## src/rtl/core/qslerp_pkg.sv

```systemverilog
package qslerp_pkg;

	localparam int FracBitsDef    = 14;
	localparam int CordicStepsDef = 16;
	localparam int MaxSteps       = 28;
	localparam int Wf             = 30;
	localparam int DatW           = 36;
	localparam int SqW            = 31;
	localparam int NearResetVal   = 16382;

	localparam logic signed [DatW-1:0] GainW   = 36'sd652032874;
	localparam logic signed [DatW-1:0] OneW    = 36'sd1073741824;
	localparam logic signed [DatW-1:0] TwoOneW = 36'sd2147483648;

	// arctangent of 2^-i, 30 fraction bits
	function automatic logic signed [DatW-1:0] atan_w(input int idx);
		logic signed [DatW-1:0] v;
		begin
			unique case (idx)
				0:  v = 36'sd843314857;
				1:  v = 36'sd497837829;
				2:  v = 36'sd263043837;
				3:  v = 36'sd133525159;
				4:  v = 36'sd67021687;
				5:  v = 36'sd33543516;
				6:  v = 36'sd16775851;
				7:  v = 36'sd8388437;
				8:  v = 36'sd4194283;
				9:  v = 36'sd2097149;
				10: v = 36'sd1048576;
				11: v = 36'sd524288;
				12: v = 36'sd262144;
				13: v = 36'sd131072;
				14: v = 36'sd65536;
				15: v = 36'sd32768;
				16: v = 36'sd16384;
				17: v = 36'sd8192;
				18: v = 36'sd4096;
				19: v = 36'sd2048;
				20: v = 36'sd1024;
				21: v = 36'sd512;
				22: v = 36'sd256;
				23: v = 36'sd128;
				24: v = 36'sd64;
				25: v = 36'sd32;
				26: v = 36'sd16;
				27: v = 36'sd8;
				default: v = '0;
			endcase
			return v;
		end
	endfunction

	// per-request payload carried along the chain
	typedef struct packed {
		logic signed [15:0] a_x, a_y, a_z, a_w;
		logic signed [15:0] b_x, b_y, b_z, b_w;
		logic [24:0]        t;
		logic               lin;
		logic               flip;
	} qs_side_t;

endpackage

```

## src/rtl/core/qslerp_div_cell.sv

```systemverilog
// one restoring division step for an unsigned quotient bit
module qslerp_div_cell #(
	parameter int Idx = 0
) (
	input  logic                                clk,
	input  logic [63:0]                         num_i,
	input  logic [qslerp_pkg::SqW:0]            rem_i,
	input  logic [qslerp_pkg::SqW-1:0]          den_i,
	input  logic [33:0]                         quo_i,
	output logic [63:0]                         num_q,
	output logic [qslerp_pkg::SqW:0]            rem_q,
	output logic [qslerp_pkg::SqW-1:0]          den_q,
	output logic [33:0]                         quo_q
);
	localparam int W = qslerp_pkg::SqW;

	logic [W+1:0] trial;

	always_comb trial = {rem_i, num_i[63-Idx]};

	// subtract divisor if it fits, saturate quotient width
	always_ff @(posedge clk) begin
		num_q <= num_i;
		den_q <= den_i;
		if (trial >= {2'b00, den_i}) begin
			rem_q <= (W+1)'(trial - {2'b00, den_i});
			quo_q <= {quo_i[32:0], 1'b1} | {33'd0, (|quo_i[33:32])} << 33;
		end else begin
			rem_q <= trial[W:0];
			quo_q <= {quo_i[32:0], 1'b0} | {33'd0, (|quo_i[33:32])} << 33;
		end
	end
endmodule

```

## config.mk

```make
export PLATFORM = sky130hd
export DESIGN_NAME = qslerp_div_cell
export DESIGN_NICKNAME = d
export VERILOG_FILES = /design/src/rtl/core/qslerp_pkg.sv /design/src/rtl/core/qslerp_div_cell.sv
export SDC_FILE = /design/constraint.sdc
export NUM_CORES = 1
export LEC_CHECK = 0
export ABC_AREA = 1
export ABC_CLOCK_PERIOD_IN_PS = 5800
export CAP_MARGIN = 0
export CORE_AREA = 2 2 127 129
export DETAILED_ROUTE_END_ITERATION = 8
export DIE_AREA = 0 0 129 131
export DONT_BUFFER_PORTS = 1
export PLACE_DENSITY_LB_ADDON = 0.25
export SETUP_SLACK_MARGIN = 0.5
export SYNTH_ARGS = -nofsm -noshare
export SYNTH_HDL_FRONTEND = slang
export SYNTH_SLANG_ARGS = --single-unit
```

## constraint.sdc

```tcl
create_clock -name clk -period 5.8 [get_ports clk]
set_input_delay 1.16 -clock clk [delete_from_list [all_inputs] [get_ports clk]]
set_output_delay 1.16 -clock clk [all_outputs]
set_load 0.05 [all_outputs]
```

# Yosys cells after proc, flatten, opt, wreduce, memory -nomap -nowiden
# Index checks and enable logic that the tools add are counted.
[word_totals]
ff_bits = 161
input_bits = 162
word_cells = 11
[classes]
add_sub_neg = 1
n_lt_le_gt_ge = 1
mux = 2
bitwise = 2
n_reduce_logical = 1
[op_table]
columns = ["cell", "n"]
rows = [
  ["$or 34x34->34", 2],
  ["$mux 34", 1],
  ["$ge 33x31->1", 1],
  ["$mux 32", 1],
  ["$sub 32x31->32", 1],
  ["$reduce_or 2->1", 1],
]

# Logic depth before layout (Yosys ltp)
[depth]
ltp_word = 3
ltp_mapped = 15

# Worst setup path before layout
# OpenSTA, ideal clock, no wires.
[synth_path]
path_kind = "input to register"
start = "in num_i[63]"
end = "reg rem_q[16] (netlist bit)"
t_arrival_ns = 2.522
path_slack_ns = 3.166
path_stages = 13
n_path_buf = 0
path_cell_list = "inv_1 ha_1 fa_1 inv_1 nand3_1 nand3_1 nand2_1 nand3_1 nand3_1 nand2_1 nand2_1 nand3_2 nand2_1"
[synth_between]
elab_chain_len = 2
word_cells_on_any_way = 3
cone_classes = "add/sub (1); order compare (1); mux (1)"
[synth_rtl]
columns = ["element", "line", "rtl"]
rows = [
  ["start: declaration", "qslerp_div_cell.sv:6", "input logic [63:0] num_i,"],
  ["$sub 32x31->32 or $ge 33x31->1 (tied branches)", "qslerp_div_cell.sv:26, qslerp_div_cell.sv:25", ""],
  ["$mux 32 *", "qslerp_div_cell.sv:25", "if (trial >= {2'b00, den_i}) begin"],
  ["end signal: assignment", "qslerp_div_cell.sv:26", "rem_q <= (W+1)'(trial - {2'b00, den_i});"],
  ["end signal: assignment", "qslerp_div_cell.sv:29", "rem_q <= trial[W:0];"],
  ["end: declaration", "qslerp_div_cell.sv:11", "output logic [qslerp_pkg::SqW:0] rem_q,"],
]
# Every way passes the cells marked *; elsewhere a longest branch is shown, timed or not.

# Worst setup path in the final report
[layout_path]
start = "in den_i[3] (netlist bit)"
end = "reg rem_q[23] (netlist bit)"
[layout_between]
elab_chain_len = 2
word_cells_on_any_way = 3
cone_classes = "add/sub (1); order compare (1); mux (1)"
[layout_rtl]
columns = ["element", "line", "rtl"]
rows = [
  ["start: declaration", "qslerp_div_cell.sv:8", "input logic [qslerp_pkg::SqW-1:0] den_i,"],
  ["$sub 32x31->32 or $ge 33x31->1 (tied branches)", "qslerp_div_cell.sv:26, qslerp_div_cell.sv:25", ""],
  ["$mux 32 *", "qslerp_div_cell.sv:25", ""],
]
# Marks and branches as above.

==> results.yml <==
run_status:
  run_status: "finished, final reports clean"
clock_network:
  path_clk_slew_ns: 0.07
  cts_buffer_depth: 2
  h-tree-depth: 4
  post_cts_resize_count: 0
  clkSinkCount: 161
  cts_hold_buf: 0
  root_buffer: "clkbuf_16"
  numCtsBuffers: 17
  cts_tree: "done"
  postCtsSetupBuffers: 0
floorplanning:
  die_x_um: 129
  dieArea_um2: 16900
  num_rows: 46
  pin_count: 323
  die_h_um: 131
  core_um2: 15600
  initial_core_util_pct: 41.0
synthesis:
  synth_top_family_by_area: "simple AND/OR/NAND/NOR gates"
  netlist_instances: 807
  synth_area_um2: 6400
  synth_flop_cell: "dfxtp_1"
  synth_xor_area_share_pct: 1.92
  synth_top_area_share_pct: 50.4
  ys_top_cells_by_area: "dfxtp_1 50%, nand2_1 17%, inv_1 8.9%, ha_1 6.1%, nand3_2 2.3%"
  muxShareOfSynthArea_pct: 0
  synth.largest_area_cell: "dfxtp_1"
  synth_nets: 1001
  syn-mean-instance-area_um2: 7.93
  yosysSeqAreaShare_pct: 50.4
  synth-simple-area-share_pct: 29.3
  async_reset_ff_share_pct: 0
  ys_warn_count: 0
  synth_edf_count: 0
  synth_adder_area_share_pct: 6.37
  synth_compound_area_share_pct: 1.82
  synth_cell_types: 29
  ys_ff_latch: 161
timing:
  fmax_mhz: 353
  min_period_over_period_pct: 48.8
  hold_ws_ns: 0.753
  setup_viol: 0
  worstMarginPinSlew_ns: 0.909
  drv_slew: 0
  finalHoldViolCount: 0
  fin_setup_tns_ns: 0
  rsz0062_at_grt: "false"
  period_needed_ns: 2.83
  relSlewSlack_pct: 39.3
power_and_ir_drop:
  leakagePower_nw: 3.81
  ir_drop_v: 0.000192
  powerDensity_nw_per_um2: 415
  total_power_w: 0.00298
routing:
  first_iter_violations: 198
  ant_nets: 0
  drt_wl_total_um: 17400
  drc: 0
  via_per_inst: 4.49
  firstDrtPassIters: 4
  num_vias: 4715
  wire_per_inst_um: 16.6
worst_setup_path:
  path_max_fanout: 30
  crit_type: "input port to register"
  end_kind: "register"
  arrival_ns: 3.20
  critical_path_required_ns: 6.17
  crit_path_start_kind: "input port"
grt:
  overflow: 0
  grt_pass1_wl_um: 25300
  top_usage_layer: "met2"
  grtUsageMet3_pct: 8.39
  track_usage_pct: 20.4
  antenna_found_initial: 4
  grt_pass1_vias: 4694
  grt_max_degree: 35
  use_met1_pct: 23.3
  use_met2_pct: 34.3
final_layout:
  area_growth_syn_to_layout_pct: 12.3
  diodes: 0
  drive_gt1_share_pct: 10.3
  instances_no_fill: 1049
  fin_nets: 1014
place:
  place_congestion: 0.926
  placedCellCount: 1017
  port_buffers: 0
  hpwl_um: 14300
flow_run:
  maxCapViolCount: 0
min_path:
  hp-class: "input port to register"
[state kept, by name, summed over array words and instances, names as in the netlist]
name,cells
num_q,64
den_q,31
rem_q,32
quo_q,34
[stage by stage]
step,util (%),instance area (µm²),setup slack (ns)
4_1_cts,46.1,7190,2.93
5_1_grt,46.1,7190,2.76
3_3_place_gp,42.4,6610,2.52
3_5_place_dp,42.4,6610,2.48
6_report,46.1,7190,2.97
2_1_floorplan,-,6400,3.17
[path summary, 6_finish.rpt]
check	start	to	depth (start not counted)
max	den_i[3]	rem_q[23]	13
min	num_i[63]	num_q[63]	0
[logic make-up (layout without fill, tap and decap cells)]
group / after synthesis / in the layout
adders and majority gates: 32 / 32
AOI/OAI and AO/OA: 22 / 22
DFF: 161 / 161
xor gates and xnor gates: 14 / 14
and+or+nand+nor: 416 / 416
buffers and inverters: 162 / 188
[cell usage in the layout (no fill, tap or decap), drive strengths merged]
cell type,Yosys,layout
inv,156,164
xnor2,1,1
nand2,311,311
o21ai,2,2
clkbuf,0,18
fa,1,1
and3,1,1
nor4,1,1
a21oi,19,19
clkinvlp,0,2
xor2,13,13
nand4,2,2
clkinv,0,4
nor3,10,10
dfxtp,161,161
o21bai,1,1
or2,1,1
nand3,38,38
and2,6,6
ha,31,31
nand3b,10,10
nor2,36,36
[cells in the mapped netlist, types with 10 or more instances]
cell,number
nand2_1,289
dfxtp_1,161
inv_1,151
ha_1,31
nor2_1,27
nand3_1,23
nand2_2,20
a21oi_1,18
nand3_2,15
xor2_1,13
nand3b_1,10
nor3_1,10
[layout make-up]
cell class                      count  area, µm²
Clock buffer                       18        439
Inverter                          156        586
Clock inverter                     14        141
Tap cell                          216        270
Multi-Input combinational cell    484       2530
Fill cell                        1574       8410
Sequential cell                   161       3220
[power breakdown]
part | total [W] | switching [W] | leakage [nW] | internal (W)
sequential | 0.00157 | 0.000373 | 1.36 | 0.00120
clock | 0.00108 | 0.000502 | 0.281 | 0.000583
combinational | 0.000321 | 0.000210 | 2.17 | 0.000111
[per-layer routing]
metal | up-vias | share of wire [%]
li1 | 2435 | -
met1 | 2059 | 42
met2 | 199 | 48
met3 | 20 | 8.2
met4 | 2 | 2.2
met5 | - | 0.075
[critical path, stage by stage]
cell and delay (ns):
inv_1 0.02, ha_1 0.35, nand2_2 0.16, inv_2 0.03, nand2_1 0.07, nand2_1 0.05, nand2_1 0.06, nand3_2 0.12
nand2_2 0.14, nand2_4 0.08, a21oi_4 0.71, nand2_1 0.11, nand2_1 0.10
Power figures use the tool's default switching activity.
