`src/rtl/core/qslerp_pkg.sv`:
```
package qslerp_pkg;

	localparam int FracBitsDef    = 14;
	localparam int CordicStepsDef = 16;
	localparam int MaxSteps       = 28;
	localparam int Wf             = 30;
	localparam int DatW           = 36;
	localparam int SqW            = 31;
	localparam int NearResetVal   = 16382;

	localparam logic signed [DatW-1:0] GainW   = 36'sd652032874;
	localparam logic signed [DatW-1:0] OneW    = 36'sd1073741824;
	localparam logic signed [DatW-1:0] TwoOneW = 36'sd2147483648;

	// arctangent of 2^-i, 30 fraction bits
	function automatic logic signed [DatW-1:0] atan_w(input int idx);
		logic signed [DatW-1:0] v;
		begin
			unique case (idx)
				0:  v = 36'sd843314857;
				1:  v = 36'sd497837829;
				2:  v = 36'sd263043837;
				3:  v = 36'sd133525159;
				4:  v = 36'sd67021687;
				5:  v = 36'sd33543516;
				6:  v = 36'sd16775851;
				7:  v = 36'sd8388437;
				8:  v = 36'sd4194283;
				9:  v = 36'sd2097149;
				10: v = 36'sd1048576;
				11: v = 36'sd524288;
				12: v = 36'sd262144;
				13: v = 36'sd131072;
				14: v = 36'sd65536;
				15: v = 36'sd32768;
				16: v = 36'sd16384;
				17: v = 36'sd8192;
				18: v = 36'sd4096;
				19: v = 36'sd2048;
				20: v = 36'sd1024;
				21: v = 36'sd512;
				22: v = 36'sd256;
				23: v = 36'sd128;
				24: v = 36'sd64;
				25: v = 36'sd32;
				26: v = 36'sd16;
				27: v = 36'sd8;
				default: v = '0;
			endcase
			return v;
		end
	endfunction

	// per-request payload carried along the chain
	typedef struct packed {
		logic signed [15:0] a_x, a_y, a_z, a_w;
		logic signed [15:0] b_x, b_y, b_z, b_w;
		logic [24:0]        t;
		logic               lin;
		logic               flip;
	} qs_side_t;

endpackage

```
`src/rtl/core/qslerp_sqrt_cell.sv`:
```
// one restoring square root step: two radicand bits, one root bit
module qslerp_sqrt_cell #(
	parameter int Idx = 0
) (
	input  logic                             clk,
	input  logic [2*qslerp_pkg::SqW-1:0]     rad_i,
	input  logic [qslerp_pkg::SqW+1:0]       rem_i,
	input  logic [qslerp_pkg::SqW-1:0]       root_i,
	output logic [2*qslerp_pkg::SqW-1:0]     rad_q,
	output logic [qslerp_pkg::SqW+1:0]       rem_q,
	output logic [qslerp_pkg::SqW-1:0]       root_q
);
	localparam int W = qslerp_pkg::SqW;

	logic [W+1:0] trial;
	logic [W+1:0] cand;

	// shift in next radicand pair, try subtract
	always_comb begin
		trial = {rem_i[W-1:0], rad_i[2*W-1-2*Idx -: 2]};
		cand  = {root_i, 2'b01};
	end

	always_ff @(posedge clk) begin
		rad_q <= rad_i;
		if (trial >= cand) begin
			rem_q  <= trial - cand;
			root_q <= {root_i[W-2:0], 1'b1};
		end else begin
			rem_q  <= trial;
			root_q <= {root_i[W-2:0], 1'b0};
		end
	end
endmodule

```
`config.mk`:
```
export PLATFORM = sky130hd
export DESIGN_NAME = qslerp_sqrt_cell
export DESIGN_NICKNAME = d
export VERILOG_FILES = /design/src/rtl/core/qslerp_pkg.sv /design/src/rtl/core/qslerp_sqrt_cell.sv
export SDC_FILE = /design/constraint.sdc
export NUM_CORES = 1
export LEC_CHECK = 0
export BUFFER_PORTS_ARGS = -buffer_cell sky130_fd_sc_hd__buf_2
export CAP_MARGIN = 0
export CORE_MARGIN = 2
export CORE_UTILIZATION = 46
export DETAILED_ROUTE_END_ITERATION = 6
export PLACE_DENSITY = 0.8
export SYNTH_ARGS = -nofsm -noshare
export SYNTH_HDL_FRONTEND = slang
export SYNTH_SLANG_ARGS = --single-unit
```
`constraint.sdc`:
```
create_clock -name clk -period 3.03 [get_ports clk]
set_input_delay 0.1515 -clock clk [delete_from_list [all_inputs] [get_ports clk]]
set_output_delay 0.1515 -clock clk [all_outputs]
set_load 0.01 [all_outputs]
```
* After elaboration in Yosys (flattened, before gate mapping)
Cells that the tools add are included.
Word-level totals: register bits after elaboration 126, logic and storage cells 7, bits of input ports 127
Operators by class: multiplexer cells 2, $lt $le $gt $ge 1, $add $sub $neg 1
Operators with widths (count):
- >= comparator 33 bit | 1
- two-way mux 33 bit | 1
- subtractor 33 bit | 1
- two-way mux 1 bit | 1

* Logic depth before layout (Yosys ltp)
Gate-level depths: netlist of the first run.
word-level depth 2, mapped depth 13, gate-level depth less buffers 10

* Least setup slack after synthesis of the first run
Ideal clock, no wire load.
kind input-to-reg, from input root_i[23] in the netlist's numbering, to register rem_q[10] in the netlist's numbering, arrival 2177 ps, path buffers 3, stages on the path 13, path slack 732 ps, library setup time 121 ps, cells stage by stage inv_1 -> ha_1 -> buf_2 -> and4_1 -> nand3_1 -> or3_1 -> nor2_1 -> a2111oi_0 -> o21ai_1 -> a21o_1 -> buf_6 -> buf_12 -> mux2_4
Between the ends: cells in the longest elaborated chain, start to end 2
RTL lines:
- start: declaration | line qslerp_sqrt_cell.sv:8 | input logic [qslerp_pkg::SqW-1:0] root_i,
- >= comparator 33 bit | line qslerp_sqrt_cell.sv:26 | if (trial >= cand) begin
- two-way mux 33 bit | line qslerp_sqrt_cell.sv:26
- end signal: assignment | line qslerp_sqrt_cell.sv:27 | rem_q <= trial - cand;
- end signal: assignment | line qslerp_sqrt_cell.sv:30 | rem_q <= trial;
- end: declaration | line qslerp_sqrt_cell.sv:10 | output logic [qslerp_pkg::SqW+1:0] rem_q,
No other way between the ends.

* Final worst setup path of the first run
from input rem_i[10] in the netlist's numbering, to register rem_q[22] in the netlist's numbering
Between the ends: cells in the longest elaborated chain, start to end 2, elaborated cells on any way between the ends 3, classes of those cells add/sub: 1; order compare: 1; mux: 1
RTL lines:
- start: declaration | line qslerp_sqrt_cell.sv:7 | input logic [qslerp_pkg::SqW+1:0] rem_i,
- subtractor 33 bit or >= comparator 33 bit (tied branches) | line qslerp_sqrt_cell.sv:27, qslerp_sqrt_cell.sv:26
- two-way mux 33 bit * | line qslerp_sqrt_cell.sv:26
Every way passes the cells marked *; elsewhere a longest branch is shown, timed or not.

==> run metrics, run 1 <==
die height 110 µm; Final Util 0.771; Placer Congestion 0.870; DRT Pass-1 Iters 6; GRT Overall Usage 0.318; core box area 10800 µm²; RSZ-0062 raised after global routing no; Cell Area, Placed 6500 µm²; Root Buffer clkbuf_8; Worst Path Max Fanout 17; kind of critical path in2reg; Area Overhead vs Synth 63.2%; worst rel slew slack 0.703; Via Count 5320; Overflow after GRT 0; HPWL Detailed 10.9 mm; main area contributors after synthesis dfxtp_1 (49%), ha_1 (8.1%), mux2_4 (7.9%), a21oi_1 (3.1%), xnor2_1 (3.1%); IO buf count 250; # Post-CTS Setup Buffers 0; worst hold-check path type in2reg; TritonCTS clock tree done; largest net degree at the start of global routing 18; Mapped Nets 637; Post-synth EDFFs 0; DRT antenna net count 0; first-pass GRT wire length 28.4 mm; most common cell after layout, fill and taps aside buf_2; startpoint types primary input; Post-layout nets 1020; via/cell ratio 5.25; Avg Cell Area, Syn 10.7 µm²; P_leak 4.16 nW; Post-Layout Cell Count 1013; worst-margin pin slew 0.442 ns; met3 wire length 1.40 mm; DR iter-0 viols 299; setup_tns 0 ns; CP endpoint kind register; Non-Filler Cell Area, Final 8360 µm²; Final Hold Fails 0; die span in x 110 µm; status completed; slowest CP cell dlygate4sd3_1; maximum clock rate 0.355 GHz; Clock Pin Slew Worst Setup and Hold Paths 0.06 ns; layout cells sized above 1 0.375; Syn Inst Count 477; Final Setup Violations 0; number of H-tree levels 4; total of max-cap violations 0; CP arrival 3.22 ns; IR drop worst, VDD 0.000441 V; flop and latch count out of synthesis 126; post-synthesis cell type count 49; power per standard cell area 617 nW/µm²; uppermost layer routed met4; Top Ports 253; Placed Cells 858; final wirelength 19.1 mm; fin crit share 0.929; Initial Util 0.472; Slew Viols, Final 0; met2 WL 9.78 mm; ys flop type dfxtp_1; worst path cell trace dlygate4sd3_1 -> buf_2 -> ha_1 -> and3_1 -> nor2b_1 -> a21oi_1 -> nand4b_1 -> nand2_2 -> o21ai_1 -> a21o_2 -> buf_12 -> mux2_4; vias in the first global route 5467; Total Power 5.16 mW; Seq/Total Area, Yosys 0.493; post-synth top area share 0.493; Die ar. 12000 µm²; minimum clock period 2.82 ns; most frequent cells in the layout buf_2 (250), dfxtp_1 (126), dlygate4sd3_1 (123); Syn Std Cell Area 5120 µm²; drt wl/cell 18.8 µm; Routed met1 length 6.83 mm; TritonCTS Sinks 126; Synth area leader dfxtp_1; DRC 0; max incr delay on CP 0.56 ns; initial antenna violation count 2; Post-synth ARST share 0; clock tree buffer depth 2; worst endpoint required time 3.44 ns; FILL cells 660; Synth warnings 0; Rows 38; CTS buffer count 17
cell type report:
cell class	instances	area, µm²	area share
Sequential cell	126	2520	0.302
Timing Repair Buffer	381	2570	0.307
Tap cell	140	175	0.0210
Clock inverter	11	191	0.0229
Clock buffer	19	432	0.0517
Multi-Input combinational cell	294	2310	0.277
Inverter	40	150	0.0180
Antenna cell	2	5.00	0.000599
path summary, 6_finish.rpt:
path                       start        end  slack, ns  cells past startpoint
worst max-delay path   rem_i[10]  rem_q[22]       0.21                     12
worst min-delay path  root_i[30]  root_q[0]       0.22                      4
through the flow:
stage                     setup slack, ns  hold slack [ns]
after detailed placement            0.291            0.256
after floorplan                     0.732            0.179
final                               0.215            0.222
after CTS                           0.290            0.208
after global placement              0.325            0.253
after global routing                0.125            0.230
worst max-delay path: cells and delay by family:
kind	cells	cell delay, ns
buffers and inverters	3	0.90
and+or+nand+nor	4	0.73
AOI/OAI and AO/OA	3	0.71
adders and majority gates	1	0.40
muxes	1	0.32
layer usage:
layer | track usage | up-vias
li1 | - | 2434
met1 | 0.322 | 2520
met2 | 0.568 | 279
met3 | 0.104 | 87
met4 | 0.185 | 0
met5 | 0 | -
flip-flops by register name, summed over array words and instances (netlist names):
register / count
root_q: 31
rem_q: 33
rad_q: 62
cells in the mapped netlist, types with 2 or more instances:
cell      number
a211o_1        3
a211oi_1       3
a21o_1        17
a21oi_1       32
a21oi_2        2
a31oi_1        6
and3_1         3
and4_1         2
buf_12         3
buf_2          7
buf_6          2
clkbuf_1       5
dfxtp_1      126
ha_1          33
inv_1         40
mux2_2         4
mux2_4        27
nand2_1       24
nand2b_1       6
nand3_1        4
nand4_1        8
nor2_1        21
nor2b_1        4
nor3_1         9
o211ai_1       6
o21a_1         3
o21ai_0       14
o21ai_1        7
o21ba_2        2
o21bai_1       5
o31ai_1        2
or3_1          2
xnor2_1       18
xor2_1        12
cell families after synthesis:
| group | share of synthesized area |
|---|---|
| DFF | 0.493 |
| muxes | 0.0899 |
| adders and majority gates | 0.0806 |
| AOI/OAI and AO/OA | 0.146 |
| xor gates and xnor gates | 0.0513 |
| buffers and inverters | 0.0559 |
| and+or+nand+nor | 0.0833 |
repair_timing:
item,CTS,global route
hold endpoints to repair,125,0
setup endpoints to repair,0,0
hold buffers,123,0
gates resized for setup,0,0
where the power goes:
group | total (mW) | switching [mW] | leakage (nW) | internal [mW]
Combinational | 1.14 | 0.565 | 2.79 | 0.570
Clock | 2.17 | 0.740 | 0.307 | 1.43
Sequential | 1.85 | 0.0460 | 1.06 | 1.81
Total | 5.16 | 1.35 | 4.16 | 3.81
No activity file was read; power rests on OpenSTA's default activity.
==> inputs of run 2 (changes only) <==
- ABC_CLOCK_PERIOD_IN_PS: not set -> 3030
- PLACE_DENSITY: 0.8 -> 0.86
==> run metrics, run 2 (synthesized netlist as in run 1, its figures left out) <==
startpoint types primary input (unchanged); die span in x 110 µm (unchanged); Initial Util 0.472 (unchanged); IO buf count 250 (unchanged); DR iter-0 viols 380 (was 299); most frequent cells in the layout buf_2 (250), dfxtp_1 (126), dlygate4sd3_1 (123) (unchanged); HPWL Detailed 10.5 mm (was 10.9 mm); power per standard cell area 622 nW/µm² (was 617 nW/µm²); CTS buffer count 17 (unchanged); die height 110 µm (unchanged); drt wl/cell 18.3 µm (was 18.8 µm); minimum clock period 2.72 ns (was 2.82 ns); TritonCTS Sinks 126 (unchanged); Area Overhead vs Synth 62.8% (was 63.2%); total of max-cap violations 0 (unchanged); RSZ-0062 raised after global routing no (unchanged); worst hold-check path type in2reg (unchanged); DRT Pass-1 Iters 5 (was 6); Final Hold Fails 0 (unchanged); Clock Pin Slew Worst Setup and Hold Paths 0.06 ns (about the same); Die ar. 12000 µm² (unchanged); layout cells sized above 1 0.373 (was 0.375); Placer Congestion 0.864 (was 0.870); Via Count 5188 (was 5320); most common cell after layout, fill and taps aside buf_2 (unchanged); hold_sp root_i[30] (unchanged); vias in the first global route 5258 (was 5467); Critical Path Source rem_i[11] (was rem_i[10]); worst rel slew slack 0.696 (was 0.703); Root Buffer clkbuf_8 (unchanged); DRC 0 (unchanged); via/cell ratio 5.14 (was 5.25); Largest Register rad_q (unchanged); GRT Overall Usage 0.300 (was 0.318); IR drop worst, VDD 0.000376 V (was 0.000441 V); CP arrival 3.12 ns (was 3.22 ns); Post-layout nets 1015 (was 1020); status completed (unchanged); number of H-tree levels 4 (unchanged); Final Util 0.769 (was 0.771); first-pass GRT wire length 27.0 mm (was 28.4 mm); Top Ports 253 (unchanged); Slew Viols, Final 0 (unchanged); # Post-CTS Setup Buffers 0 (unchanged); Largest regs rad_q: 62 flops, rem_q: 33 flops, root_q: 31 flops (unchanged); clock tree buffer depth 2 (unchanged); initial antenna violation count 3 (was 2); fin crit share 0.897 (was 0.929); CP endpoint kind register (unchanged); Rows 38 (unchanged); kind of critical path in2reg (unchanged); core box area 10800 µm² (unchanged); largest net degree at the start of global routing 22 (was 18); final wirelength 18.5 mm (was 19.1 mm); P_leak 4.14 nW (was 4.16 nW); worst endpoint required time 3.43 ns (was 3.44 ns); Overflow after GRT 0 (unchanged); worst-margin pin slew 0.449 ns (was 0.442 ns); DRT antenna net count 0 (unchanged); maximum clock rate 0.368 GHz (was 0.355 GHz); Worst Path Max Fanout 7 (was 17); setup_tns 0 ns (unchanged); Final Setup Violations 0 (unchanged); TritonCTS clock tree done (unchanged); max reg flops 62 (unchanged)
run 2: power by group:
group	leakage [nW]	internal [mW]	total (mW)	switching (mW)
combinational	2.77	0.564	1.12	0.558
sequential	1.06	1.81	1.85	0.0452
clock	0.306	1.45	2.21	0.767
total	4.14	3.82	5.19	1.37
run 2: layout make-up:
type	count	area (µm²)
Timing Repair Buffer	376	2530
Sequential cell	126	2520
Fill cell	645	2500
Multi-Input combinational cell	294	2310
Clock buffer	19	432
Clock inverter	12	209
Tap cell	140	175
Inverter	40	150
Antenna cell	3	7.51
run 2: repair_timing:
item,4_1_cts,5_1_grt
hold buffers,123,0
hold endpoints to repair,125,0
resized for setup,0,0
run 2: worst paths after layout:
path | end | slack (ns) | cells after the start
worst max-delay path | rem_q[30] | 0.31 | 11
worst min-delay path | rem_q[32] | 0.25 | 5
run 2: stage by stage:
stage / total power, mW / setup slack (ns) / instance area [µm²] / hold WS (ns) / std cells
2_1_floorplan: 2.49 / 0.732 / 5120 / 0.179 / 477
3_3_place_gp: 2.80 / 0.434 / 6460 / 0.253 / 853
3_5_place_dp: 2.82 / 0.405 / 6460 / 0.256 / 853
4_1_cts: 5.14 / 0.384 / 8330 / 0.229 / 1007
5_1_grt: 5.38 / 0.106 / 8340 / 0.239 / 1010
6_report: 5.19 / 0.311 / 8340 / 0.252 / 1010
run 2: critical path: stages:
cell	delay (ns)
dlygate4sd3_1	0.57
buf_2	0.15
ha_1	0.40
nand2_1	0.16
nor4_1	0.40
o211ai_1	0.14
nand2_1	0.13
o211ai_1	0.17
o41ai_1	0.42
xor2_1	0.14
mux2_4	0.27
run 2: metal layers:
| metal | global-route usage | share of wire | vias to the layer above | wire (µm) |
|---|---|---|---|---|
| met2 | 0.547 | 0.52 | 299 | 9540 |
| li1 | - | - | 2423 | - |
| met3 | 0.0925 | 0.079 | 83 | 1470 |
| met5 | 0 | 0 | - | 0 |
| met1 | 0.297 | 0.35 | 2383 | 6430 |
| met4 | 0.181 | 0.058 | 0 | 1080 |
