--- src/rtl/core/qslerp_pkg.sv ---
package qslerp_pkg;

	localparam int FracBitsDef    = 14;
	localparam int CordicStepsDef = 16;
	localparam int MaxSteps       = 28;
	localparam int Wf             = 30;
	localparam int DatW           = 36;
	localparam int SqW            = 31;
	localparam int NearResetVal   = 16382;

	localparam logic signed [DatW-1:0] GainW   = 36'sd652032874;
	localparam logic signed [DatW-1:0] OneW    = 36'sd1073741824;
	localparam logic signed [DatW-1:0] TwoOneW = 36'sd2147483648;

	// arctangent of 2^-i, 30 fraction bits
	function automatic logic signed [DatW-1:0] atan_w(input int idx);
		logic signed [DatW-1:0] v;
		begin
			unique case (idx)
				0:  v = 36'sd843314857;
				1:  v = 36'sd497837829;
				2:  v = 36'sd263043837;
				3:  v = 36'sd133525159;
				4:  v = 36'sd67021687;
				5:  v = 36'sd33543516;
				6:  v = 36'sd16775851;
				7:  v = 36'sd8388437;
				8:  v = 36'sd4194283;
				9:  v = 36'sd2097149;
				10: v = 36'sd1048576;
				11: v = 36'sd524288;
				12: v = 36'sd262144;
				13: v = 36'sd131072;
				14: v = 36'sd65536;
				15: v = 36'sd32768;
				16: v = 36'sd16384;
				17: v = 36'sd8192;
				18: v = 36'sd4096;
				19: v = 36'sd2048;
				20: v = 36'sd1024;
				21: v = 36'sd512;
				22: v = 36'sd256;
				23: v = 36'sd128;
				24: v = 36'sd64;
				25: v = 36'sd32;
				26: v = 36'sd16;
				27: v = 36'sd8;
				default: v = '0;
			endcase
			return v;
		end
	endfunction

	// per-request payload carried along the chain
	typedef struct packed {
		logic signed [15:0] a_x, a_y, a_z, a_w;
		logic signed [15:0] b_x, b_y, b_z, b_w;
		logic [24:0]        t;
		logic               lin;
		logic               flip;
	} qs_side_t;

endpackage

--- src/rtl/core/qslerp_cordic_cell.sv ---
// one cordic micro-rotation, vectoring (angle) or rotation (sine) mode
module qslerp_cordic_cell #(
	parameter int Idx = 0,
	parameter bit Vec = 1'b0
) (
	input  logic                                   clk,
	input  logic signed [qslerp_pkg::DatW-1:0]     x_i,
	input  logic signed [qslerp_pkg::DatW-1:0]     y_i,
	input  logic signed [qslerp_pkg::DatW-1:0]     z_i,
	output logic signed [qslerp_pkg::DatW-1:0]     x_q,
	output logic signed [qslerp_pkg::DatW-1:0]     y_q,
	output logic signed [qslerp_pkg::DatW-1:0]     z_q
);
	localparam logic signed [qslerp_pkg::DatW-1:0] Ang = qslerp_pkg::atan_w(Idx);

	logic signed [qslerp_pkg::DatW-1:0] dx, dy;
	logic pos;

	// direction from y sign (vectoring) or z sign (rotation)
	always_comb begin
		dx  = y_i >>> Idx;
		dy  = x_i >>> Idx;
		pos = Vec ? !y_i[qslerp_pkg::DatW-1] : !z_i[qslerp_pkg::DatW-1];
	end

	always_ff @(posedge clk) begin
		if (Vec ? pos : !pos) begin
			x_q <= x_i + dx;
			y_q <= y_i - dy;
		end else begin
			x_q <= x_i - dx;
			y_q <= y_i + dy;
		end
		z_q <= (Vec ? pos : !pos) ? (Vec ? z_i + Ang : z_i + Ang) : z_i - Ang;
	end
endmodule

--- config.mk ---
export PLATFORM = sky130hd
export DESIGN_NAME = qslerp_cordic_cell
export DESIGN_NICKNAME = d
export VERILOG_FILES = /design/src/rtl/core/qslerp_pkg.sv /design/src/rtl/core/qslerp_cordic_cell.sv
export SDC_FILE = /design/constraint.sdc
export NUM_CORES = 1
export LEC_CHECK = 0
export ABC_CLOCK_PERIOD_IN_PS = 10700
export BUFFER_PORTS_ARGS = -buffer_cell sky130_fd_sc_hd__buf_4
export CORE_ASPECT_RATIO = 1.4
export CORE_MARGIN = 2
export CORE_UTILIZATION = 55
export DETAILED_ROUTE_END_ITERATION = 12
export GPL_TIMING_DRIVEN = 1
export HOLD_SLACK_MARGIN = 0.02
export PLACE_DENSITY = 0.86
export SLEW_MARGIN = 40
export SYNTH_ARGS = -nofsm -noshare
export SYNTH_HDL_FRONTEND = slang
export SYNTH_SLANG_ARGS = --single-unit
--- constraint.sdc ---
create_clock -name clk -period 10.7 [get_ports clk]
set_input_delay 1.07 -clock clk [delete_from_list [all_inputs] [get_ports clk]]
set_output_delay 1.07 -clock clk [all_outputs]
set_load 0.03 [all_outputs]
# --- Word level (Yosys, flattened, before mapping) ---
# Cells that the tools add are included.
word_totals:
  reg_bits: 108
  elab_cells: 11
  output_inout_bits: 108
  input_bits: 109
op_classes:
  add_sub_neg: 5
  muxes: 3
ops:
  columns: ["cell", "count"]
  rows:
  - ["2-to-1 mux 36 bit", 3]
  - ["subtractor 36 bit", 2]
  - ["adder 36 x 31 -> 36 bit, second input constant", 1]
  - ["adder 36 bit", 1]
  - ["subtractor 36 x 31 -> 36 bit, second input constant", 1]

# --- Logic depth before layout (Yosys ltp) ---
# Gate-level depths: netlist (run 1).
depth:
  word_depth: 2
  depth_mapped: 14
  mapped_depth_nobuf: 12

# --- Worst setup path after synthesis (run 1) ---
# Ideal clock, no wire load.
synth_path:
  path_kind: "input to register"
  start: "in z_i[35] (netlist bit)"
  end: "reg z_q[33] (netlist bit)"
  setup_time_ns: 0.122
  cell_stages: 12
  t_required_ns: 10.578
  arrival_ns: 4.245
  path_slack_ns: 6.333
  cell_sequence: "clkbuf_1 -> clkinv_1 -> clkbuf_1 -> ha_1 -> a21o_1 -> a311oi_2 -> a31oi_2 -> or3_1 -> a21o_1 -> a221oi_4 -> nor4b_1 -> a311o_1"
synth_between:
  elab_chain_cells: 1
synth_rtl:
  columns: ["item", "line_no", "text"]
  rows:
  - ["from (decl)", "qslerp_cordic_cell.sv:9", "input logic signed [qslerp_pkg::DatW-1:0] z_i,"]
  - ["2-to-1 mux 36 bit", "qslerp_cordic_cell.sv:34", "z_q <= (Vec ? pos : !pos) ? (Vec ? z_i + Ang : z_i + Ang) : z_i - Ang;"]
  - ["to (signal assigned)", "qslerp_cordic_cell.sv:34", null]
  - ["to (decl)", "qslerp_cordic_cell.sv:12", "output logic signed [qslerp_pkg::DatW-1:0] z_q"]
# Every way passes these cells.

# --- Worst setup path in the final report (run 1) ---
layout_path:
  start: "in z_i[35] (netlist bit)"
  end: "reg z_q[34] (netlist bit)"
# The elaborated chain is that of the path after synthesis.

==> flow_summary.toml, run 1 <==
[run]
max_cap_viol_count = 0

[floorplanning]
dieWidth_um = 120
start_util = 0.560
num_io_pins = 217
die_area_um2 = 20100
chipHeight_um = 167
core.rowCount = 59
core-area_um2 = 18600

[routing]
first_iter_violations = 881
firstDrtPassIters = 6
detail-route-antenna-nets = 0
vias = 10700
wl_mm = 32.5
drc_errors = 0
routedWlPerCell_um = 18.3
vias_per_cell = 6.04

[power]
p_leak_uw = 0.00604
totalPowerFinal_uw = 1760
power.density_nw_per_um2 = 141
peakVddDrop_uv = 93.1

[global_route]
busiest_layer = "met2"
grt_overflow_total = 0
grt.met3_usage = 0.0421
grt_max_degree = 105
met2_usage = 0.569
met1_usage = 0.354
grt_pass1_vias = 10300
antenna_found_initial = 0
grt_first_pass_wirelength_mm = 51.0
groute.usage.overall = 0.313

[sta]
finalCritPeriodShare = 0.407
fin_tns_setup_ps = 0
min_period_ps = 4350
final_max_slew_viol_count = 0
fin_ws_ps = 6350
rsz0062_at_grt = "false"
worst_hold_slack_ps = 886
fmax_mhz = 230
setup_viol = 0
finalHoldViolCount = 0
worst_pin_slew_ps = 792
relSlewSlack = 0.472

[worst_setup_path]
path_cells = "buf_6 > inv_2 > buf_4 > buf_12 > ha_1 > a21o_1 > a21o_1 > a2111o_1 > a21oi_1 > a2bb2oi_1 > o221ai_1 > a31oi_1 > o21ai_1 > xor2_1"
crit_path_end_kind = "flip-flop"
crit_type = "in2reg"
critPathMaxFanout = 104
cp_common_cell = "a21o_1"
slowest_delay_ps = 570
worstSetupStartpointType = "primary input"
critical_path.slowest_cell = "buf_6"
required_ps = 10960
arrival_ps = 4610

[synthesis]
synth_nets = 1605
synth-edff-count = 0
yosys.cell_types.count = 84
synthArstFlopShare = 0
syn_area_per_cell_um2 = 7.72
synth_ff_type = "dfxtp_1"
netlist_instances = 1349
synth_seq_cells = 107
yosysWarnings = 0
synth_area_um2 = 10400
synth-seq-area-share = 0.206

[cells_and_area]
final_core_util = 0.669
final_common_cell = "buf_4"
fillers = 1660
final_nets = 1781
drive_above_1_share = 0.173
area_growth_pct = 19.5
num_antenna_cells = 0
layout_common_cells = "buf_4 (216), a21oi_1 (159), ha_1 (143)"

[clock_tree]
postCtsSetupBuffers = 0
numCtsBuffers = 9
ctsResizeCount = 0
cts_sinks = 107
htreeDepth = 3
cts_hold_buffers = 0
cts_buffer_depth = 2
cts.clk_slew.worst_paths_ps = 80
cts_tree = "yes"
clk_root_buffer_cell = "clkbuf_16"

[place]
portBuffers = 216
dp_hpwl_mm = 25.5
routabilityCongestion = 1.01
dp_slack_ps = 5900

[worst_hold_path]
hold_path.class = "in2reg"

[outcome]
status = "finished clean"
==> Yosys cell counts, drive strengths merged (7+ instances only) <==
master    n  share of area
a211oi   14          0.011
a21boi    7         0.0050
a21o     62          0.045
a21oi   159          0.076
a31oi    12         0.0078
buf      25          0.011
clkbuf   28          0.010
dfxtp   107           0.21
ha      143           0.17
inv     112          0.040
mux2i    18          0.017
nand2    70          0.025
nand2b   19          0.011
nand3    27          0.013
nand4    14         0.0084
nor2    116          0.042
nor2b    17          0.010
nor3     20         0.0096
o211ai   10         0.0072
o21a     11         0.0080
o21ai    93          0.045
o21bai   40          0.029
o31ai    11         0.0079
or3      11         0.0066
xnor2    71          0.060
xor2     25          0.021
==> final cells by class <==
cell class	count	area (um^2)	area share
Clock buffer	9	225	0.0181
Clock inverter	7	72.6	0.00583
Inverter	114	428	0.0344
Multi-Input combinational cell	1075	7620	0.612
Sequential cell	107	2140	0.172
Tap cell	244	305	0.0245
Timing Repair Buffer	218	1650	0.133
==> power by group <==
group | leakage, uW | switching (uW) | internal [uW]
registers | 0.000903 | 30.2 | 493
clock network | 0.000146 | 175 | 164
logic | 0.00499 | 557 | 338
total | 0.00604 | 762 | 995
==> cell families (layout without fill, tap and decap cells) <==
group                      count (synthesis)  in the layout  synth area share
AOI/OAI and AO/OA                        486            486             0.305
and+or+nand+nor                          328            328             0.150
buffers and inverters                    167            348            0.0624
adders and majority gates                147            147             0.180
DFF                                      107            107             0.206
xor gates and xnor gates                  96             96            0.0807
muxes                                     18             18            0.0173
==> routing by layer <==
metal | part of all wire | vias up
met5 | 0 | -
met4 | 0.049 | 0
met1 | 0.38 | 4944
met2 | 0.50 | 508
met3 | 0.067 | 110
li1 | - | 5145
==> through the flow <==
step                instances  area (um^2)
finish                   1774        12400
floorplan                1349        10400
detailed placement       1757        12100
global placement         1757        12100
CTS                      1773        12400
global route             1774        12400
==> worst paths after layout <==
kind,from,end,slack [ps],depth (start not counted)
worst max-delay path,z_i[35],z_q[34]$_DFF_P_,6350,14
worst min-delay path,z_i[0],z_q[0]$_DFF_P_,890,2
==> worst max-delay path: cells and delay by family <==
kind                     cells  cell delay (ps)
adder cells (fa/ha/maj)      1              250
AO/OA/AOI/OAI                8             2000
buffers and inverters        4             1100
XOR/XNOR                     1              140
==> state kept, by name (all words and copies together) (netlist names) <==
register / flops
x_q: 36
y_q: 35
z_q: 36
Power figures use the tool's default switching activity.
==> run 2: changes to the inputs <==
- ABC_AREA: default -> 1
- ABC_CLOCK_PERIOD_IN_PS: 10700 -> 4150
- PLACE_DENSITY: 0.86 -> 0.85
- clock period: 10.7 -> 4.15 ns (I/O delays scaled with it)
==> run 2 against run 1 <==
  * Die area grew 15%
  * Total power grew to 2.6 times the previous value
  * Routed wire length grew 37%
  * Design area is 12% higher
  * Global-route usage up 7.3 points
  * Via count grew 32%
  * Critical path type unchanged
  * Setup slack worse by 5000 ps
  * First-iteration DRC count up 30%
  * Core utilization is 1.4 points lower
  * Largest power group unchanged
  * Hold slack worse by 620 ps
  * Count of clock-buffer cells in the layout is 1 higher
  * Sequential share of layout area decreased by 1.8 points
==> flow_summary.toml, run 2 <==
[worst_setup_path]
arrival_ps = 3060
critical_path.slowest_cell = "buf_4"
critPathMaxFanout = 47
cp_common_cell = "nand2_1"
worstSetupStartpointType = "primary input"
slowest_delay_ps = 550
crit_type = "in2reg"
crit_path_end_kind = "flip-flop"
required_ps = 4430
path_cells = "buf_4 > buf_4 > ha_1 > a21oi_1 > nand2_1 > a21oi_1 > o21ai_0 > nand3_1 > nand2_1 > nand2_1 > nand2_1"

[clock_tree]
clk_root_buffer_cell = "clkbuf_16"
cts_tree = "yes"
cts_sinks = 107
postCtsSetupBuffers = 0
numCtsBuffers = 9
htreeDepth = 3
ctsResizeCount = 0
cts.clk_slew.worst_paths_ps = 80
cts_hold_buffers = 0
cts_buffer_depth = 2

[routing]
first_iter_violations = 1147
vias = 14100
firstDrtPassIters = 6
detail-route-antenna-nets = 0
vias_per_cell = 5.76
routedWlPerCell_um = 18.2
wl_mm = 44.6
drc_errors = 0

[cells_and_area]
area_growth_pct = 16.2
drive_above_1_share = 0.122
reg_top3 = "x_q x36, z_q x36, y_q x35"
num_antenna_cells = 0
regArea_um2 = 2140
final_cells = 2454
final_common_cell = "nand2_1"
fillers = 2049
multi_input_area_um2 = 8490
final_nets = 2445
layout_common_cells = "nand2_1 (578), inv_1 (275), buf_4 (219)"

[place]
dp_hpwl_mm = 37.5
dp.cells = 2438
portBuffers = 216
routabilityCongestion = 1.05

[synthesis]
synth-seq-area-share = 0.178
synth_area_um2 = 12000
synthArstFlopShare = 0
synth_top_area_frac = 0.181
synthTopCellsByArea = "nand2_1 (18%), dfxtp_1 (18%), ha_1 (15%), inv_1 (8.6%), a21oi_1 (7.2%)"
yosysWarnings = 0
synth_commonest_cells = "nand2_1 (578), inv_1 (275), nor2_1 (199)"
synth_ff_type = "dfxtp_1"
yosys.cell_types.count = 48
synth-edff-count = 0
synth_top_area_cell = "nand2_1"
synth_nets = 2260
synth.most_common_cell = "nand2_1"
syn_area_per_cell_um2 = 5.99
synth_seq_cells = 107
netlist_instances = 2004

[sta]
relSlewSlack = 0.612
final_max_slew_viol_count = 0
setup_viol = 0
fin_tns_setup_ps = 0
finalCritPeriodShare = 0.670
fmax_mhz = 360
min_period_ps = 2780
worst_pin_slew_ps = 576
worst_hold_slack_ps = 262
rsz0062_at_grt = "false"
finalHoldViolCount = 0

[global_route]
grt_overflow_total = 0
grt_pass1_vias = 13800
groute.usage.overall = 0.386
antenna_found_initial = 0
grt_first_pass_wirelength_mm = 68.9
grt_max_degree = 48

[floorplanning]
die_area_um2 = 23000
chipHeight_um = 179
start_util = 0.564
core-area_um2 = 21300
dieWidth_um = 129
num_io_pins = 217
core.rowCount = 63

[run]
max_cap_viol_count = 0

[worst_hold_path]
hold_path.class = "in2reg"

[power]
peakVddDrop_uv = 310
power.density_nw_per_um2 = 327
p_leak_uw = 0.00755

[outcome]
status = "finished clean"
-- run 2: stage by stage --
stage | area [um^2] | total power, uW | util | setup WS, ps
6_report | 13900 | 4560 | 0.655 | 1370
5_1_grt | 13900 | 4810 | 0.655 | 1290
4_1_cts | 13900 | 4520 | 0.655 | 1500
3_5_place_dp | 13700 | 3640 | 0.642 | 1130
3_3_place_gp | 13700 | 3610 | 0.641 | 1100
2_1_floorplan | 12000 | 2820 | - | 1890
-- run 2: cell type report --
type | count | area share
clock buffer | 10 | 0.0164
clock inverter | 6 | 0.00440
inverter | 280 | 0.0756
multi-input combinational | 1572 | 0.609
sequential | 107 | 0.154
tap | 260 | 0.0233
timing repair buffer | 219 | 0.118
-- run 2: logic make-up (layout without fill, tap and decap cells) --
family                   after synthesis  count (layout)  share of synthesized area
AO/OA/AOI/OAI                        367             367                      0.169
adder cells (fa/ha/maj)              147             147                      0.156
buffers and inverters                325             515                      0.114
flip-flops                           107             107                      0.178
AND/OR/NAND/NOR                     1011            1011                      0.348
XOR/XNOR                              47              47                     0.0343
-- run 2: power breakdown --
part / switching [uW] / internal (uW) / leakage, uW
Combinational: 1590 / 777 / 0.00651
Sequential: 71.3 / 1230 / 0.000903
Clock: 474 / 422 / 0.000138
Total: 2130 / 2430 / 0.00755
-- run 2: metal layers --
| metal | wire [um] | vias up | track usage |
|---|---|---|---|
| met5 | 0 | - | 0 |
| met4 | 3470 | 0 | 0.288 |
| met3 | 2900 | 206 | 0.0504 |
| met2 | 22000 | 716 | 0.697 |
| met1 | 16300 | 6392 | 0.403 |
| li1 | - | 6820 | - |
-- run 2: worst max-delay path: cells and delay by family --
| family | cells | cell delay, ps |
|---|---|---|
| AO/OA/AOI/OAI | 3 | 770 |
| buffers and inverters | 2 | 970 |
| adder cells (fa/ha/maj) | 1 | 410 |
| AND/OR/NAND/NOR | 5 | 440 |
-- run 2: path summary, 6_finish.rpt --
check,startpoint,to,depth (start not counted)
max,z_i[35],z_q[24]$_DFF_P_,11
min,z_i[0],z_q[0]$_DFF_P_,2
